$ cat config.mk
export PLATFORM = sky130hd
export DESIGN_NAME = end_around_carry_checksum_core_flat
export DESIGN_NICKNAME = d
export VERILOG_FILES = /design/src/hdl/eacc_pkg.sv /design/src/hdl/eacc_if.sv /design/src/hdl/end_around_carry_checksum_core.sv /design/src/hdl/eacc_queue.sv /design/src/hdl/eacc_front.sv /design/src/hdl/eacc_back.sv /design/src/flat_wrapper.sv
export SDC_FILE = /design/constraint.sdc
export NUM_CORES = 1
export LEC_CHECK = 0
export BUFFER_PORTS_ARGS = -buffer_cell sky130_fd_sc_hd__buf_2
export CAP_MARGIN = 5
export CORE_ASPECT_RATIO = 0.7
export CORE_MARGIN = 3
export CORE_UTILIZATION = 45
export CTS_BUF_LIST = sky130_fd_sc_hd__clkbuf_4
export DETAILED_ROUTE_END_ITERATION = 8
export PLACE_DENSITY_LB_ADDON = 0.2
export SLEW_MARGIN = 5
export SYNTH_ARGS = -nofsm -noshare
export SYNTH_HDL_FRONTEND = slang
export SYNTH_SLANG_ARGS = --single-unit
$ cat constraint.sdc
create_clock -name i_clk -period 16.89 [get_ports i_clk]
set_clock_uncertainty 0.15 [all_clocks]
set_input_delay 2.5335 -clock i_clk [delete_from_list [all_inputs] [get_ports i_clk]]
set_output_delay 2.5335 -clock i_clk [all_outputs]
set_load 0.01 [all_outputs]
$ cat src/hdl/eacc_pkg.sv
// eacc_pkg: shared types and constants of the end-around-carry checksum core.
// Holds the command record that the front end queues for the back end.
// No dependencies.
`timescale 1ns / 1ps

package eacc_pkg;

    localparam int BYTE_W      = 8;
    localparam int WORD_W      = 32;
    localparam int FOLD_W      = 16;
    localparam int PEND_BYTES  = 3;
    localparam int QUEUE_DEPTH = 4;

    localparam logic MODE_EAC32  = 1'b0;
    localparam logic MODE_FOLD8  = 1'b1;

    typedef enum logic [1:0] {
        OP_WORD,    // add a packed word, may end the message
        OP_TAIL,    // 1 to 3 tail bytes, each added then rotated; ends the message
        OP_FADD,    // 8-bit mode: add byte to 16-bit sum
        OP_FEND     // 8-bit mode: fold and end the message
    } t_op;

    typedef struct packed {
        t_op                op;
        logic               last;
        logic [1:0]         cnt;    // tail: number of steps minus one
        logic [WORD_W-1:0]  data;
    } t_cmd;

endpackage

$ cat src/hdl/eacc_if.sv
// eacc_if: valid/ready channel interfaces of the checksum core.
// Input bytes, output checksums and the mode write channel.
// Depends on nothing.
`timescale 1ns / 1ps

interface eacc_in_if;
    logic       valid;
    logic       ready;
    logic [7:0] data_byte;
    logic       last_byte;

    modport source (output valid, output data_byte, output last_byte, input ready);
    modport sink   (input valid, input data_byte, input last_byte, output ready);
endinterface

interface eacc_out_if;
    logic        valid;
    logic        ready;
    logic [31:0] checksum;

    modport source (output valid, output checksum, input ready);
    modport sink   (input valid, input checksum, output ready);
endinterface

interface eacc_cfg_if;
    logic valid;
    logic ready;
    logic checksum_mode;

    modport source (output valid, output checksum_mode, input ready);
    modport sink   (input valid, input checksum_mode, output ready);
endinterface

$ cat src/hdl/end_around_carry_checksum_core.sv
// end_around_carry_checksum_core: top level of the byte-stream checksum core.
// Depends on eacc_pkg, eacc_if, eacc_front, eacc_queue and eacc_back.
`timescale 1ns / 1ps

// Takes one message byte per cycle and returns one checksum per message, on
// the byte marked last. checksum_mode 0 gives the 32-bit end-around-carry
// sum of little-endian words, inverted; mode 1 gives the inverted 8-bit
// folded sum in the low byte. The front end accepts a byte every cycle while
// the command queue (QUEUE_DEPTH entries) has room. The back end retires one
// command per cycle, holding a finishing one while the output stalls, except
// that a 32-bit-mode message whose last byte does not complete a word, with
// k bytes (k = 1..3) after its last full word, takes one end-around add and
// rotate per byte. Sustained rate is one byte per cycle while results are
// taken. Change the mode only while no message is in flight.

module end_around_carry_checksum_core #(
    parameter int QUEUE_DEPTH = eacc_pkg::QUEUE_DEPTH
) (
    input  logic        i_clk,
    input  logic        i_rst_n,
    eacc_in_if.sink     i_data,
    eacc_cfg_if.sink    i_cfg,
    eacc_out_if.source  o_result
);

    logic           q_full;
    logic           q_push;
    logic           q_pop;
    logic           q_valid;
    eacc_pkg::t_cmd push_cmd;
    eacc_pkg::t_cmd head_cmd;

    eacc_front u_front (
        .i_clk    (i_clk),
        .i_rst_n  (i_rst_n),
        .i_data   (i_data),
        .i_cfg    (i_cfg),
        .i_q_full (q_full),
        .o_push   (q_push),
        .o_cmd    (push_cmd)
    );

    eacc_queue #(
        .DEPTH (QUEUE_DEPTH)
    ) u_queue (
        .i_clk   (i_clk),
        .i_rst_n (i_rst_n),
        .i_push  (q_push),
        .i_cmd   (push_cmd),
        .o_full  (q_full),
        .i_pop   (q_pop),
        .o_valid (q_valid),
        .o_cmd   (head_cmd)
    );

    eacc_back u_back (
        .i_clk     (i_clk),
        .i_rst_n   (i_rst_n),
        .i_q_valid (q_valid),
        .i_q_cmd   (head_cmd),
        .o_pop     (q_pop),
        .o_result  (o_result)
    );

endmodule

$ cat src/hdl/eacc_queue.sv
// eacc_queue: small command queue between front end and back end.
// Depends on eacc_pkg (t_cmd).
`timescale 1ns / 1ps

module eacc_queue #(
    parameter int DEPTH = eacc_pkg::QUEUE_DEPTH
) (
    input  logic          i_clk,
    input  logic          i_rst_n,
    input  logic          i_push,
    input  eacc_pkg::t_cmd i_cmd,
    output logic          o_full,
    input  logic          i_pop,
    output logic          o_valid,
    output eacc_pkg::t_cmd o_cmd
);

    localparam int PTR_W = (DEPTH > 1) ? $clog2(DEPTH) : 1;
    localparam int CNT_W = $clog2(DEPTH + 1);

    eacc_pkg::t_cmd r_mem [DEPTH];
    logic [PTR_W-1:0] r_wr_ptr;
    logic [PTR_W-1:0] r_rd_ptr;
    logic [CNT_W-1:0] r_count;

    logic [PTR_W-1:0] n_wr_ptr;
    logic [PTR_W-1:0] n_rd_ptr;
    logic [CNT_W-1:0] n_count;

    assign o_full  = (r_count == CNT_W'(DEPTH));
    assign o_valid = (r_count != '0);
    assign o_cmd   = r_mem[r_rd_ptr];

    always_comb begin
        n_wr_ptr = r_wr_ptr;
        n_rd_ptr = r_rd_ptr;
        n_count  = r_count;
        if (i_push) begin
            n_wr_ptr = (r_wr_ptr == PTR_W'(DEPTH - 1)) ? '0 : r_wr_ptr + 1'b1;
        end
        if (i_pop) begin
            n_rd_ptr = (r_rd_ptr == PTR_W'(DEPTH - 1)) ? '0 : r_rd_ptr + 1'b1;
        end
        if (i_push && !i_pop) begin
            n_count = r_count + 1'b1;
        end else if (!i_push && i_pop) begin
            n_count = r_count - 1'b1;
        end
    end

    always_ff @(posedge i_clk) begin
        if (!i_rst_n) begin
            r_wr_ptr <= '0;
            r_rd_ptr <= '0;
            r_count  <= '0;
        end else begin
            r_wr_ptr <= n_wr_ptr;
            r_rd_ptr <= n_rd_ptr;
            r_count  <= n_count;
        end
    end

    always_ff @(posedge i_clk) begin
        if (i_push) begin
            r_mem[r_wr_ptr] <= i_cmd;
        end
    end

`ifndef NO_ASSERTIONS
    a_no_overflow: assert property (@(posedge i_clk) disable iff (!i_rst_n)
        i_push |-> (!o_full || i_pop))
        else $error("queue push while full");
    a_no_underflow: assert property (@(posedge i_clk) disable iff (!i_rst_n)
        i_pop |-> o_valid)
        else $error("queue pop while empty");
    a_count_range: assert property (@(posedge i_clk) disable iff (!i_rst_n)
        r_count <= CNT_W'(DEPTH))
        else $error("queue count out of range");
`endif

endmodule

$ cat src/hdl/eacc_front.sv
// eacc_front: accepts bytes, holds the mode register and the partial word,
// and turns bytes into back-end commands. Depends on eacc_pkg and eacc_if.
`timescale 1ns / 1ps

module eacc_front (
    input  logic           i_clk,
    input  logic           i_rst_n,
    eacc_in_if.sink        i_data,
    eacc_cfg_if.sink       i_cfg,
    input  logic           i_q_full,
    output logic           o_push,
    output eacc_pkg::t_cmd o_cmd
);

    logic                                    r_mode;
    logic [eacc_pkg::PEND_BYTES*eacc_pkg::BYTE_W-1:0] r_pend;
    logic [1:0]                              r_cnt;

    logic [eacc_pkg::PEND_BYTES*eacc_pkg::BYTE_W-1:0] n_pend;
    logic [1:0]                              n_cnt;
    logic [eacc_pkg::WORD_W-1:0]             merged;
    logic                                    accept;

    assign i_data.ready = !i_q_full;
    assign i_cfg.ready  = 1'b1;
    assign accept       = i_data.valid && !i_q_full;

    // partial word with the new byte dropped in at the current fill position
    always_comb begin
        merged = {{eacc_pkg::BYTE_W{1'b0}}, r_pend};
        for (int k = 0; k < 4; k++) begin
            if (r_cnt == 2'(k)) begin
                merged[k*eacc_pkg::BYTE_W +: eacc_pkg::BYTE_W] = i_data.data_byte;
            end
        end
    end

    always_comb begin
        n_pend       = r_pend;
        n_cnt        = r_cnt;
        o_push       = 1'b0;
        o_cmd.op     = eacc_pkg::OP_FADD;
        o_cmd.last   = i_data.last_byte;
        o_cmd.cnt    = r_cnt;
        o_cmd.data   = {{(eacc_pkg::WORD_W-eacc_pkg::BYTE_W){1'b0}}, i_data.data_byte};
        if (r_mode == eacc_pkg::MODE_FOLD8) begin
            o_push   = accept;
            o_cmd.op = i_data.last_byte ? eacc_pkg::OP_FEND : eacc_pkg::OP_FADD;
            if (i_data.last_byte) begin
                n_pend = '0;
                n_cnt  = '0;
            end
        end else if (r_cnt == 2'd3) begin
            o_push     = accept;
            o_cmd.op   = eacc_pkg::OP_WORD;
            o_cmd.data = merged;
            n_pend     = '0;
            n_cnt      = '0;
        end else if (!i_data.last_byte) begin
            n_pend = merged[eacc_pkg::PEND_BYTES*eacc_pkg::BYTE_W-1:0];
            n_cnt  = r_cnt + 2'd1;
        end else begin
            o_push     = accept;
            o_cmd.op   = eacc_pkg::OP_TAIL;
            o_cmd.data = merged;
            n_pend     = '0;
            n_cnt      = '0;
        end
    end

    always_ff @(posedge i_clk) begin
        if (!i_rst_n) begin
            r_mode <= eacc_pkg::MODE_EAC32;
            r_pend <= '0;
            r_cnt  <= '0;
        end else begin
            if (i_cfg.valid) begin
                r_mode <= i_cfg.checksum_mode;
            end
            if (accept) begin
                r_pend <= n_pend;
                r_cnt  <= n_cnt;
            end
        end
    end

endmodule

$ cat src/hdl/eacc_back.sv
// eacc_back: runs queued commands on the running sum and registers results.
// Tail bytes take one end-around add and rotate per cycle unless the output
// stalls. Depends on eacc_pkg and eacc_if.
`timescale 1ns / 1ps

module eacc_back (
    input  logic           i_clk,
    input  logic           i_rst_n,
    input  logic           i_q_valid,
    input  eacc_pkg::t_cmd i_q_cmd,
    output logic           o_pop,
    eacc_out_if.source     o_result
);

    localparam int W  = eacc_pkg::WORD_W;
    localparam int BW = eacc_pkg::BYTE_W;

    logic [W-1:0]                           r_sum;
    logic                                   r_tail_busy;
    logic [1:0]                             r_tail_left;
    logic [eacc_pkg::PEND_BYTES*BW-1:0]     r_tail_data;
    logic                                   r_out_valid;
    logic [W-1:0]                           r_out_checksum;

    logic [BW-1:0]                 step_byte;
    logic [W-1:0]                  operand;
    logic [W:0]                    raw;
    logic [W-1:0]                  eac;
    logic [W-1:0]                  rot;
    logic [eacc_pkg::FOLD_W-1:0]   fold16;
    logic [BW-1:0]                 fold8;
    logic [W-1:0]                  n_sum;
    logic [W-1:0]                  result;
    logic                          finish;
    logic                          out_free;
    logic                          advance;

    always_comb begin
        step_byte = r_tail_busy ? r_tail_data[BW-1:0] : i_q_cmd.data[BW-1:0];
        operand   = (!r_tail_busy && i_q_cmd.op == eacc_pkg::OP_WORD)
                    ? i_q_cmd.data : {{(W-BW){1'b0}}, step_byte};
        raw       = {1'b0, r_sum} + {1'b0, operand};
        eac       = raw[W-1:0] + {{(W-1){1'b0}}, raw[W]};
        rot       = {eac[BW-1:0], eac[W-1:BW]};
        fold16    = r_sum[eacc_pkg::FOLD_W-1:0]
                    + {{(eacc_pkg::FOLD_W-BW){1'b0}}, i_q_cmd.data[BW-1:0]};
        fold8     = r_sum[BW-1:0] + r_sum[2*BW-1:BW] + i_q_cmd.data[BW-1:0];

        n_sum  = r_sum;
        finish = 1'b0;
        if (r_tail_busy) begin
            n_sum  = rot;
            finish = (r_tail_left == 2'd1);
        end else begin
            case (i_q_cmd.op)
                eacc_pkg::OP_WORD: begin
                    n_sum  = eac;
                    finish = i_q_cmd.last;
                end
                eacc_pkg::OP_TAIL: begin
                    n_sum  = rot;
                    finish = (i_q_cmd.cnt == 2'd0);
                end
                eacc_pkg::OP_FADD: begin
                    n_sum = {{(W-eacc_pkg::FOLD_W){1'b0}}, fold16};
                end
                eacc_pkg::OP_FEND: begin
                    finish = 1'b1;
                end
                default: begin
                    n_sum = r_sum;
                end
            endcase
        end

        if (!r_tail_busy && i_q_cmd.op == eacc_pkg::OP_FEND) begin
            result = {{(W-BW){1'b0}}, ~fold8};
        end else begin
            result = ~n_sum;
        end

        out_free = !r_out_valid || o_result.ready;
        advance  = (r_tail_busy || i_q_valid) && (!finish || out_free);
        o_pop    = !r_tail_busy && advance;
    end

    assign o_result.valid    = r_out_valid;
    assign o_result.checksum = r_out_checksum;

    always_ff @(posedge i_clk) begin
        if (!i_rst_n) begin
            r_sum       <= '0;
            r_tail_busy <= 1'b0;
            r_tail_left <= '0;
            r_out_valid <= 1'b0;
        end else begin
            if (advance) begin
                r_sum <= finish ? '0 : n_sum;
            end
            if (advance && r_tail_busy) begin
                r_tail_left <= r_tail_left - 2'd1;
                r_tail_busy <= !finish;
            end else if (o_pop && i_q_cmd.op == eacc_pkg::OP_TAIL && !finish) begin
                r_tail_left <= i_q_cmd.cnt;
                r_tail_busy <= 1'b1;
            end
            if (advance && finish) begin
                r_out_valid <= 1'b1;
            end else if (o_result.ready) begin
                r_out_valid <= 1'b0;
            end
        end
    end

    always_ff @(posedge i_clk) begin
        if (advance && finish) begin
            r_out_checksum <= result;
        end
        if (advance && r_tail_busy) begin
            r_tail_data <= r_tail_data >> BW;
        end else if (o_pop) begin
            r_tail_data <= i_q_cmd.data[W-1:BW];
        end
    end

`ifndef NO_ASSERTIONS
    a_busy_left: assert property (@(posedge i_clk) disable iff (!i_rst_n)
        r_tail_busy |-> (r_tail_left != 2'd0))
        else $error("tail busy with no steps left");
    a_finish_clears: assert property (@(posedge i_clk) disable iff (!i_rst_n)
        (advance && finish) |=> (r_out_valid && r_sum == '0))
        else $error("finished message did not post result or clear sum");
    a_tail_start: assert property (@(posedge i_clk) disable iff (!i_rst_n)
        $rose(r_tail_busy) |-> $past(o_pop))
        else $error("tail sequence started without a popped command");
`endif

endmodule

$ cat src/flat_wrapper.sv
// flat-port wrapper written by rule: the top's interface ports become plain ports
module end_around_carry_checksum_core_flat 
#(
    parameter int QUEUE_DEPTH = eacc_pkg::QUEUE_DEPTH
)
  (i_clk, i_rst_n, i_data_valid, i_data_data_byte, i_data_last_byte, i_data_ready, i_cfg_valid, i_cfg_checksum_mode, i_cfg_ready, o_result_valid, o_result_checksum, o_result_ready);
  eacc_in_if i_data_i ();
  eacc_cfg_if i_cfg_i ();
  eacc_out_if o_result_i ();
  input  logic i_clk;
  input  logic i_rst_n;
  input wire logic [$bits(i_data_i.valid)-1:0] i_data_valid;
  input wire logic [$bits(i_data_i.data_byte)-1:0] i_data_data_byte;
  input wire logic [$bits(i_data_i.last_byte)-1:0] i_data_last_byte;
  output wire logic [$bits(i_data_i.ready)-1:0] i_data_ready;
  input wire logic [$bits(i_cfg_i.valid)-1:0] i_cfg_valid;
  input wire logic [$bits(i_cfg_i.checksum_mode)-1:0] i_cfg_checksum_mode;
  output wire logic [$bits(i_cfg_i.ready)-1:0] i_cfg_ready;
  output wire logic [$bits(o_result_i.valid)-1:0] o_result_valid;
  output wire logic [$bits(o_result_i.checksum)-1:0] o_result_checksum;
  input wire logic [$bits(o_result_i.ready)-1:0] o_result_ready;
  assign i_data_i.valid = i_data_valid;
  assign i_data_i.data_byte = i_data_data_byte;
  assign i_data_i.last_byte = i_data_last_byte;
  assign i_data_ready = i_data_i.ready;
  assign i_cfg_i.valid = i_cfg_valid;
  assign i_cfg_i.checksum_mode = i_cfg_checksum_mode;
  assign i_cfg_ready = i_cfg_i.ready;
  assign o_result_valid = o_result_i.valid;
  assign o_result_checksum = o_result_i.checksum;
  assign o_result_i.ready = o_result_ready;
  end_around_carry_checksum_core #(.QUEUE_DEPTH(QUEUE_DEPTH)) u_core (.i_clk(i_clk), .i_rst_n(i_rst_n), .i_data(i_data_i), .i_cfg(i_cfg_i), .o_result(o_result_i));
endmodule
# ---- Word level (Yosys, flattened, before mapping)
# Memories as Yosys holds them, arrays and structs flattened. A register that Yosys moved wholly into a read port is not among the register bits.
# Cells that the tools add are included.
dict set report word_totals {
  output_inout_bits 35
  word_cells 114
  in_bits 15
  mem_count 1
  register_bits 126
  mem_bits_rw 148
}
dict set report classes {
  mux 46
  add_sub_neg 11
  n_bitwise 2
  reduce_logical 29
  n_eq_ne 11
}
# memory depth word_bits read_ports rd_clocked_by_memory_dff wr line_no
set memory_table {}
lappend memory_table {u_core.u_queue.r_mem 4 37 1 1 1 eacc_queue.sv:21} ;# eacc_pkg::t_cmd r_mem [DEPTH];
# operator count
set op_table {}
lappend op_table {{32-bit 2-to-1 mux} 6}
lappend op_table {{24-bit 2-to-1 mux} 4}
lappend op_table {{32-bit case mux with 3 select lines} 1}
lappend op_table {{8-bit 2-to-1 mux} 6}
lappend op_table {{32-bit by 32-bit adder with 33-bit output} 1}
lappend op_table {{32-bit by 1-bit adder with 32-bit output} 1}
lappend op_table {{16-bit 2-to-1 mux} 2}
lappend op_table {{32-bit inverter} 1}
lappend op_table {{2-bit 2-to-1 mux} 13}
lappend op_table {{16-bit by 8-bit adder with 16-bit output} 1}
lappend op_table {{8-bit adder} 2}
lappend op_table {{2-bit equality test, second input constant} 6}
lappend op_table {{1-bit logical AND} 11}
lappend op_table {{1-bit 2-to-1 mux} 11}
lappend op_table {{8-bit inverter} 1}
lappend op_table {{2-bit nonzero test} 4}
lappend op_table {{2-bit by 1-bit adder with 2-bit output, second input constant} 3}
lappend op_table {{2-bit by 1-bit equality test with 1-bit output, second input constant} 3}
lappend op_table {{1-bit zero test} 6}
lappend op_table {{2-bit zero test} 3}
lappend op_table {{3-bit 2-to-1 mux} 2}
lappend op_table {{3-bit by 1-bit adder with 3-bit output, second input constant} 1}
lappend op_table {{3-bit equality test, second input constant} 1}
lappend op_table {{1-bit logical OR} 3}
lappend op_table {{other kinds (6)} 6}

# ---- Longest topological paths before layout
# Gate-level depths: netlist of the first run.
dict set report depth {
  depth_word 11
  mapped_depth 29
  depth_no_buf 25
}

# ---- By module
# A second synthesis of the first run with hierarchy kept.
dict set report hier_totals {
  hier_cells 1379
  area_unflattened_um2 15538.7
}
# module cells_per_inst area_per_inst_um2 instances seq_area_each_um2
set modules_own_cells {}
lappend modules_own_cells {eacc_back 962 8100.3 1 2322.2}
lappend modules_own_cells {eacc_queue 237 5854.4 1 4624.4}
lappend modules_own_cells {eacc_front 180 1584.0 1 540.5}

# ---- Least setup slack after synthesis of the first run
# No wires, ideal clock.
dict set report synth_path {
  path_type {reg-to-reg}
  from {register (tool-made name)}
  to {register u_core.u_back.r_out_checksum[31] (netlist: u_core.u_back.o_result.checksum[31]) (data pin)}
  required_ps 16482
  setup_time_ps 258
  path_stages_with_launch 27
  n_path_buf 3
  arrival_ps 5757
  setup_slack_ps 10725
  period_less_slack_ps 6165
  path_cell_list {dfxtp_1 > buf_2 > buf_1 > mux4_2 > and3_1 > ha_1 > clkbuf_1 > nand4_1 > nor3_1 > a22o_1 > a31o_2 > o31ai_1 > o21bai_1 > a21oi_1 > nor2_1 > o21ai_0 > nand2b_1 > ha_1 > and3_1 > nand3_1 > nor2_1 > nand4_1 > or2_1 > nor2_1 > or4b_1 > xnor2_1 > o221a_1}
}
# item line_no
set synth_rtl {}
lappend synth_rtl {{end signal: assignment} eacc_back.sv:117} ;# r_out_checksum <= result;
lappend synth_rtl {{end: declaration} eacc_back.sv:23} ;# logic [W-1:0] r_out_checksum;

==> results of run 1 <==
## synth_stat cells, types with 22 or more instances
library cell / instances
and2_1: 24
nor2_1: 132
xnor2_1: 51
mux2i_1: 28
nor3_1: 22
clkbuf_1: 45
and3_1: 37
o21ai_0: 63
mux2_2: 27
a21oi_1: 65
a22oi_1: 36
ha_1: 59
mux4_2: 36
xor2_1: 25
edfxtp_1: 196
inv_1: 57
dfxtp_1: 80
nand2_1: 110
## kinds of logic after synthesis
kind of cell               Yosys count  share of synthesized area [%]
AOI/OAI and AO/OA                  286                          12.77
xor gates and xnor gates            77                          4.657
adders and majority gates           70                          6.440
buffers and inverters              116                          3.018
DFF                                276                          50.31
muxes                               91                          9.374
other                                1                        0.02520
and+or+nand+nor                    412                          13.41
## report_power, final
part	internal, µW	switching [µW]	total, µW
Combinational	551	1020	1570
Clock	312	280	591
Sequential	910	83.4	994
## worst max-delay path by stage
stage | from | slack, ns | endpoint
after floorplan | flop | 10.73 | u_core.u_back.o_result.checksum[31]
after global placement | flop | 9.82 | u_core.u_back.o_result.checksum[31]
after detailed placement | flop | 9.66 | u_core.u_back.o_result.checksum[31]
after CTS | flop | 9.63 | u_core.u_back.o_result.checksum[31]
after global routing | flop | 8.95 | u_core.u_back.o_result.checksum[15]
final | flop | 9.50 | u_core.u_back.o_result.checksum[15]
## state kept, by name, indices dropped and copies added, names as in the netlist, named ones only
name                             count
u_core.u_back.o_result.checksum     32
u_core.u_back.o_result.valid         1
u_core.u_back.r_sum                 32
u_core.u_back.r_tail_busy            1
u_core.u_back.r_tail_data           24
u_core.u_back.r_tail_left            2
u_core.u_front.r_cnt                 2
u_core.u_front.r_mode                1
u_core.u_front.r_pend               24
u_core.u_queue.r_count               3
u_core.u_queue.r_mem               148
u_core.u_queue.r_rd_ptr              2
u_core.u_queue.r_wr_ptr              2
## per-stage QoR
| stage | hold slack [ns] | setup WS, ns |
|---|---|---|
| 3_5_place_dp | 0.2911 | 9.661 |
| 5_1_grt | 0.3311 | 8.953 |
| 4_1_cts | 0.3068 | 9.628 |
| 6_report | 0.3017 | 9.498 |
| 2_1_floorplan | 0.2712 | 10.73 |
| 3_3_place_gp | 0.2809 | 9.818 |
## layout by cell type (no fill, tap or decap), types with 14 or more instances in the layout
cell      synthesis  routed
nand4_1          14      14
edfxtp_1        196     196
a211oi_1         14      14
nor2_1          132     130
o21ai_1          16      15
clkinv_1          0      21
mux2i_1          28      27
a22oi_1          36      36
xnor2_1          51      51
mux4_2           36      36
nor3_1           22      22
o21ai_0          63      63
dfxtp_1          80      78
and2_1           24      20
xor2_1           25      25
and3_1           37      37
clkbuf_4          0     102
ha_1             59      59
buf_2             2      48
nand2_1         110     110
nand3_1          19      19
a21oi_1          65      64
inv_1            57      57
mux2_2           27      27
## final cells by class
cell class	instances	area [µm²]	share of cell area [%]
antenna	5	12.51	0.07584
clock buffer	102	765.7	4.641
clock inverter	30	175.2	1.062
inverter	58	217.7	1.320
multi-input combinational	937	6973	42.26
sequential	276	7490	45.40
tap	427	534.3	3.238
timing repair buffer	60	330.3	2.002
## worst max-delay path: cells and delay by family, from the launching register on
family	cells	cell delay, ns
AOI/OAI and AO/OA	11	2.65
xor gates and xnor gates	1	0.30
adders and majority gates	2	0.56
buffers and inverters	2	0.93
DFF	1	0.32
muxes	1	0.80
and+or+nand+nor	9	1.46
## metal layers
metal | track usage (%) | up-vias | wire [µm]
li1 | - | 5157 | -
met2 | 32.28 | 470 | 16530
met5 | 0 | - | 11
met1 | 34.64 | 5369 | 19760
met3 | 9.750 | 63 | 4742
met4 | 7.456 | 2 | 780
==> out/summary.txt, run 1 <==
Hold Path Class -> flop to flop
Setup bufs post-CTS -> 0
Placer Congestion -> 0.9503
Antenna violations before repair -> 4
Share of cells above drive strength 1 -> 18.52%
Clock sink count -> 276
FFs w/ async S/R, synth -> 0%
Final Hold Fails -> 0
Status -> complete, no violations
Max Fclk -> 0.1353 GHz
Worst vdd ir -> 0.09740 mV
Number of remaining DRC errors -> 0
Post-Syn Area -> 14,880 µm²
DR iter-0 viols -> 1,174
GRT Overall Usage -> 23.83%
Reg2reg path depth -> 26
Worst Path Arrival -> 7.76 ns
Post-synth cell types -> 84
Net Count, Synth -> 1,414
Via count -> 11,061
Number of gates resized after CTS -> 0
IO Port Bufs -> 48
Final Util -> 50.79%
Worst hold stages -> 2
Setup TNS -> 0 ns
Yosys warns -> 0
Hold_sp -> u_core.u_back.r_tail_data[19]
Die area -> 35,330 µm²
Starting density of the core -> 45.82%
Critical path class -> flop to flop
DP Cell Count -> 1,758
Yosys top cell by area -> edfxtp_1
Worst Setup End Kind -> flop
Routed Antenna Nets -> 0
Post-route cell area -> 16,500 µm²
Power per cell area -> 191.0 nW/µm²
Nets -> 1,489
Total power -> 3152 µW
Worst-path clk slew -> 0.07 ns
FILL cells -> 2,925
Drt first pass iters -> 5
Fin crit share -> 43.76%
Hold Path End -> u_core.u_back.r_tail_data[19]
Final setup fails -> 0
Via/cell ratio -> 5.837
Synth area leaders -> edfxtp_1 (40%), dfxtp_1 (11%), mux4_2 (5.4%)
I/O pins -> 50
TritonCTS clock tree -> done
H-Tree Level Count -> 3
Clk Latency, worst-skew pair -> 0.74 ns
CP Launch Type -> flop
Vias in the first global route -> 10,578
Largest net degree at the start of global routing -> 43
Core area -> 32,480 µm²
Die X -> 223.4 µm
Top cell type's share of synthesized area -> 39.55%
Leakage -> 0.006153 µW
DPL Wire Length -> 30,480 µm
Slew Limit Headroom -> 28.47%
Avg Inst Size Synth -> 11.20 µm²
Global-route congestion overflow total -> 0
Root Buffer -> clkbuf_4
Post-Layout Cell Count -> 1,895
Cells after synthesis -> 1,329
Primary FF master, synth -> edfxtp_1
Placed inst area -> 15,540 µm²
Reg2Reg Setup Slack -> 9.50 ns
Synth Register Bits -> 276
Max-slew violation count -> 0
Min Tclk post-route -> 7.392 ns
Worst-margin pin slew -> 1.073 ns
First-pass GRT wire length -> 63,260 µm
Clk buf depth -> 3
Slowest CP cell -> mux4_2
Final WL -> 41,830 µm
FF-to-FF End -> u_core.u_back.o_result.checksum[15]
Cell Rows -> 55
Number of synthesized flops with an enable pin -> 196
Area growth syn-to-layout -> 10.85%
CP max stage delay -> 0.80 ns
RSZ-0062 raised after global routing -> no
Max FO, Critical Path -> 38
Worst EP required -> 17.26 ns
Cts hold-fix bufs -> 0
Cts bufs inserted -> 71
WL/cell -> 22.07 µm
Seq/Total Area, Yosys -> 50.31%
Max Cap Viol -> 0
Die height -> 158.2 µm
No activity file was read; power rests on OpenSTA's default activity.
==> run 2, diff against run 1 <==
==> constraint.sdc (replaced) <==
create_clock -name i_clk -period 6.2 [get_ports i_clk]
set_clock_uncertainty 0.15 [all_clocks]
set_input_delay 0.93 -clock i_clk [delete_from_list [all_inputs] [get_ports i_clk]]
set_output_delay 0.93 -clock i_clk [all_outputs]
set_load 0.01 [all_outputs]
==> out/summary.txt, run 2 (synthesis gave the netlist of run 1 again) <==
Via/cell ratio -> 5.739 (was 5.837)
Top reg by flops -> u_core.u_queue.r_mem (unchanged)
Max FO, Critical Path -> 7 (was 38)
P_sw -> 3790 µW (was 1378 µW)
Power per cell area -> 518.9 nW/µm² (was 191.0 nW/µm²)
Reg power frac -> 30.5% (was 31.5%)
Net Sw Frac -> 42.11% (was 43.73%)
CP max stage delay -> 0.57 ns (was 0.80 ns)
Clk buf depth -> 3 (unchanged)
Most frequent cells in the layout -> edfxtp_1 (196), nor2_1 (127), clkbuf_4 (112) (was edfxtp_1 (196), nor2_1 (130), nand2_1 (110))
Vias in the first global route -> 10,719 (was 10,578)
GRT Overall Usage -> 24.07% (was 23.83%)
Max Fclk -> 0.1683 GHz (was 0.1353 GHz)
Post-place setup slack -> 0.1175 ns (was 9.661 ns)
Worst vdd ir -> 0.2398 mV (was 0.09740 mV)
Setup TNS -> 0 ns (unchanged)
WP buf/inv -> 3 (was 2)
WL/cell -> 21.44 µm (was 22.07 µm)
Leakage -> 0.006688 µW (was 0.006153 µW)
Antenna violations before repair -> 4 (unchanged)
Top delay family on crit path -> simple AND/OR/NAND/NOR gates (was compound AO/OA/AOI/OAI gates)
Cts bufs inserted -> 69 (was 71)
Die area -> 35,330 µm² (unchanged)
Worst path depth -> 26 (unchanged)
Die X -> 223.4 µm (unchanged)
Worst Path Arrival -> 6.24 ns (was 7.76 ns)
Min Tclk post-route -> 5.940 ns (was 7.392 ns)
DR iter-0 viols -> 1,163 (was 1,174)
Total power -> 9000 µW (was 3152 µW)
Slew Limit Headroom -> 29.98% (was 28.47%)
Worst Setup End Kind -> flop (unchanged)
Cell Rows -> 55 (unchanged)
Number of remaining DRC errors -> 0 (unchanged)
Worst-path clk slew -> 0.07 ns (about the same)
Max FFs per register -> 148 (unchanged)
Slowest CP cell -> mux4_2 (unchanged)
Largest net degree at the start of global routing -> 48 (was 43)
Via count -> 11,317 (was 11,061)
Clk Latency, worst-skew pair -> 0.73 ns (was 0.74 ns)
Fin crit share -> 95.81% (was 43.76%)
Worst-margin pin slew -> 1.050 ns (was 1.073 ns)
Placer Congestion -> 0.9534 (was 0.9503)
Final Hold Fails -> 0 (unchanged)
Max Cap Viol -> 0 (unchanged)
Worst EP required -> 6.50 ns (was 17.26 ns)
First-pass GRT wire length -> 63,880 µm (was 63,260 µm)
DPL Wire Length -> 31,520 µm (was 30,480 µm)
IO Port Bufs -> 48 (unchanged)
TritonCTS clock tree -> done (unchanged)
Final setup fails -> 0 (unchanged)
Drt first pass iters -> 7 (was 5)
Logic pwr share -> 51.3% (was 49.7%)
DP Cell Count -> 1,829 (was 1,758)
Post-Layout Cell Count -> 1,972 (was 1,895)
Routed Antenna Nets -> 0 (unchanged)
Core area -> 32,480 µm² (unchanged)
Status -> complete, no violations (unchanged)
Share of cells above drive strength 1 -> 24.68% (was 18.52%)
Area growth syn-to-layout -> 16.54% (was 10.85%)
Starting density of the core -> 45.82% (unchanged)
Final WL -> 42,290 µm (was 41,830 µm)
Root Buffer -> clkbuf_4 (unchanged)
Worst setup margin -> 0.2599 ns (was 9.498 ns)
Pint -> 5210 µW (was 1773 µW)
Most common cell after layout, fill and taps aside -> edfxtp_1 (unchanged)
Nets -> 1,574 (was 1,489)
Worst hold stages -> 3 (was 2)
RSZ-0062 raised after global routing -> yes (was no)
Clock sink count -> 276 (unchanged)
Clk network pwr share -> 18.2% (was 18.8%)
CP Launch Type -> flop (unchanged)
H-Tree Level Count -> 3 (unchanged)
Global-route congestion overflow total -> 0 (unchanged)
I/O pins -> 50 (unchanged)
Reg2reg path depth -> 26 (unchanged)
Critical path class -> flop to flop (unchanged)
Max-slew violation count -> 0 (unchanged)
Die height -> 158.2 µm (unchanged)
Hold Path Class -> primary input to flop (was flop to flop)
## run 2: per-layer routing
layer / routed length (µm) / track usage [%] / vias to the layer above
met5: 24 / 0 / -
met3: 3404 / 6.525 / 71
met1: 20970 / 36.47 / 5489
met4: 823 / 6.726 / 4
met2: 17060 / 33.80 / 429
li1: - / - / 5324
## run 2: timing repair
item,4_1_cts,5_1_grt
endpoints found under the hold margin,0,0
hold buffers,0,0
setup endpoints to repair,0,44
buffers inserted,0,15
resized for setup,0,28
## run 2: power groups by stage
stage / Combinational [µW] / Sequential [µW] / Clock [µW]
floorplan: 2870 / 2700 / 0
global placement: 4420 / 2760 / 0
detailed placement: 4440 / 2770 / 0
CTS: 4460 / 2730 / 1690
global route: 5040 / 2770 / 1800
finish: 4620 / 2740 / 1640
## run 2: cell type report
type | instances | area, µm²
flip-flops and latches | 276 | 7492
repair buffers | 147 | 1059
fillers | 2903 | 15140
diodes | 1 | 2.502
clock inverters | 14 | 115.1
inverters | 58 | 217.7
clock buffers | 112 | 840.8
multi-input cells | 937 | 7084
well taps | 427 | 534.3
## run 2: through the flow
stage / instance area [µm²] / hold slack (ns) / util (%)
floorplan: 14880 / 0.2712 / -
global placement: 16110 / 0.2810 / 49.60
detailed placement: 16110 / 0.2914 / 49.60
CTS: 17070 / 0.2067 / 52.55
global route: 17350 / 0.2444 / 53.40
finish: 17350 / 0.2974 / 53.40
## run 2: final timing paths
kind | from | slack, ns | to
setup / recovery | flop | 0.26 | u_core.u_back.o_result.checksum[31]
hold / removal | i_cfg_checksum_mode | 0.30 | u_core.u_front.r_mode
setup reg to reg | flop | 0.26 | u_core.u_back.o_result.checksum[31]
hold reg to reg | u_core.u_back.r_tail_data[19] | 0.31 | u_core.u_back.r_tail_data[19]
## run 2: worst min-delay path, stage by stage
cell and delay [ns]:
buf_2 0.07, mux2i_1 0.05, nor2_1 0.07
==> run 3, diff against run 2 <==
--- a/config.mk
+++ b/config.mk
@@ -12,6 +12,7 @@
 export CORE_UTILIZATION = 45
 export CTS_BUF_LIST = sky130_fd_sc_hd__clkbuf_4
 export DETAILED_ROUTE_END_ITERATION = 8
+export GPL_TIMING_DRIVEN = 0
 export PLACE_DENSITY_LB_ADDON = 0.2
 export SLEW_MARGIN = 5
 export SYNTH_ARGS = -nofsm -noshare
==> out/summary.txt, run 3 (synthesis gave the netlist of run 1 again) <==
Status -> complete, no violations (unchanged)
Final WL -> 43,450 µm (was 42,290 µm)
Slew Limit Headroom -> 21.27% (was 29.98%)
Worst-margin pin slew -> 1.173 ns (was 1.050 ns)
Most frequent cells in the layout -> edfxtp_1 (196), nor2_1 (126), nand2_1 (110) (was edfxtp_1 (196), nor2_1 (127), clkbuf_4 (112))
Leakage -> 0.006499 µW (was 0.006688 µW)
FILL cells -> 2,831 (was 2,903)
Antenna violations before repair -> 3 (was 4)
Worst Setup End Kind -> flop (unchanged)
Max-slew violation count -> 0 (unchanged)
Max FO, Critical Path -> 10 (was 7)
Via/cell ratio -> 5.791 (was 5.739)
Root Buffer -> clkbuf_4 (unchanged)
Power per cell area -> 525.2 nW/µm² (was 518.9 nW/µm²)
Final setup fails -> 0 (unchanged)
Clock sink count -> 276 (unchanged)
Starting density of the core -> 45.82% (unchanged)
Largest net degree at the start of global routing -> 34 (was 48)
Die area -> 35,330 µm² (unchanged)
Min Tclk post-route -> 6.001 ns (was 5.940 ns)
DP Cell Count -> 1,809 (was 1,829)
Worst EP required -> 6.63 ns (was 6.50 ns)
Global-route congestion overflow total -> 0 (unchanged)
CP Launch Type -> flop (unchanged)
DR iter-0 viols -> 1,224 (was 1,163)
Worst vdd ir -> 0.1946 mV (was 0.2398 mV)
RSZ-0062 raised after global routing -> yes (unchanged)
Placer Congestion -> 0.9761 (was 0.9534)
Most common cell after layout, fill and taps aside -> edfxtp_1 (unchanged)
Setup TNS -> 0 ns (unchanged)
GRT Overall Usage -> 24.62% (was 24.07%)
Top reg by flops -> u_core.u_queue.r_mem (unchanged)
WL/cell -> 22.15 µm (was 21.44 µm)
I/O pins -> 50 (unchanged)
Cts bufs inserted -> 71 (was 69)
Hold_ws -> 0.2829 ns (was 0.2974 ns)
Critical path class -> flop to flop (unchanged)
Worst Path Arrival -> 6.43 ns (was 6.24 ns)
Share of cells above drive strength 1 -> 24.04% (was 24.68%)
Worst-path clk slew -> 0.07 ns (about the same)
Fin crit share -> 96.78% (was 95.81%)
DPL Wire Length -> 32,350 µm (was 31,520 µm)
Nets -> 1,557 (was 1,574)
TritonCTS clock tree -> done (unchanged)
IO Port Bufs -> 48 (unchanged)
Number of remaining DRC errors -> 0 (unchanged)
First-pass GRT wire length -> 64,800 µm (was 63,880 µm)
Die height -> 158.2 µm (unchanged)
Max Fclk -> 0.1667 GHz (was 0.1683 GHz)
Drt first pass iters -> 5 (was 7)
Post-Layout Cell Count -> 1,962 (was 1,972)
Final Hold Fails -> 0 (unchanged)
Routed Antenna Nets -> 0 (unchanged)
Worst setup margin -> 0.1995 ns (was 0.2599 ns)
Post-place setup slack -> -1.849 ns (was 0.1175 ns)
Clk Latency, worst-skew pair -> 0.75 ns (was 0.73 ns)
H-Tree Level Count -> 3 (unchanged)
Max FFs per register -> 148 (unchanged)
Area growth syn-to-layout -> 16.72% (was 16.54%)
Vias in the first global route -> 10,814 (was 10,719)
Core area -> 32,480 µm² (unchanged)
Max Cap Viol -> 0 (unchanged)
Clk buf depth -> 3 (unchanged)
Hold Path Class -> primary input to flop (unchanged)
Final Util -> 53.48% (was 53.40%)
Cell Rows -> 55 (unchanged)
Die X -> 223.4 µm (unchanged)
Via count -> 11,361 (was 11,317)
==> run 3: cell types whose count changed in the layout (fill, tap and decap cells not counted), moves of 5 or more <==
cell      previous run  this run
xnor2_1             47        42
buf_4               92        27
clkinv_2             0         7
clkbuf_1             0        27
xnor2_2              4         9
ha_1                57        47
clkinv_1             7        12
ha_4                 1         8
==> run 3: repair_timing <==
action / CTS / global route
gates resized for setup: 69 / 60
setup endpoints to repair: 64 / 62
hold buffers: 0 / 0
gates cloned: 0 / 0
buffers inserted: 7 / 17
pin swaps: 9 / 18
==> run 3: where the power goes <==
group	total [µW]	internal, µW	switching [µW]
combinational	4760	1790	2970
sequential	2730	2480	251
clock	1640	876	763
==> run 3: final timing paths <==
kind                                                     from                                  end  slack [ns]  cells past startpoint
worst min register to register  u_core.u_back.r_tail_data[23]        u_core.u_back.r_tail_data[23]        0.31                      2
worst max-delay path                                     flop  u_core.u_back.o_result.checksum[22]        0.20                     26
worst min-delay path                      i_cfg_checksum_mode                u_core.u_front.r_mode        0.28                      3
worst max register to register                           flop  u_core.u_back.o_result.checksum[22]        0.20                     26
==> run 3: cell type report <==
class | count | area, µm² | area share (%)
inverters | 58 | 217.7 | 1.253
diodes | 4 | 10.01 | 0.05762
flip-flops and latches | 276 | 7490 | 43.11
plain buffers | 51 | 319.1 | 1.837
well taps | 427 | 534.3 | 3.075
clock buffers | 106 | 795.8 | 4.581
repair buffers | 77 | 520.5 | 2.996
multi-input cells | 937 | 7318 | 42.13
clock inverters | 26 | 166.4 | 0.9579
==> run 3: stage by stage <==
| step | instance area, µm² | power, µW |
|---|---|---|
| 3_5_place_dp | 15770 | 7004 |
| 6_report | 17370 | 9123 |
| 3_3_place_gp | 15660 | 6944 |
| 5_1_grt | 17370 | 9676 |
| 4_1_cts | 16970 | 8823 |
| 2_1_floorplan | 14880 | 5572 |
==> run 3: layer usage <==
layer	up-vias	wire length (µm)	global-route usage (%)
li1	5296	-	-
met1	5469	20140	36.42
met2	518	17300	33.78
met3	78	5090	8.730
met4	0	923	7.456
met5	-	0	0
==> run 3: critical path, stage by stage (launching register included) <==
cell	delay (ns)
dfxtp_2	0.37
buf_12	0.17
buf_12	0.16
mux4_2	0.55
inv_2	0.13
o21ai_0	0.10
ha_1	0.36
nand3_1	0.14
o221a_4	0.28
o21ai_4	0.18
a31o_4	0.23
o31ai_4	0.07
o21bai_1	0.14
a21oi_1	0.08
nor2_1	0.11
o21ai_0	0.09
nand2b_1	0.20
ha_2	0.24
ha_1	0.21
nand4_1	0.17
nor4_4	0.26
nand2_1	0.18
nor3b_1	0.27
nor4b_4	0.30
xnor2_2	0.16
a222oi_1	0.38
and2_1	0.19
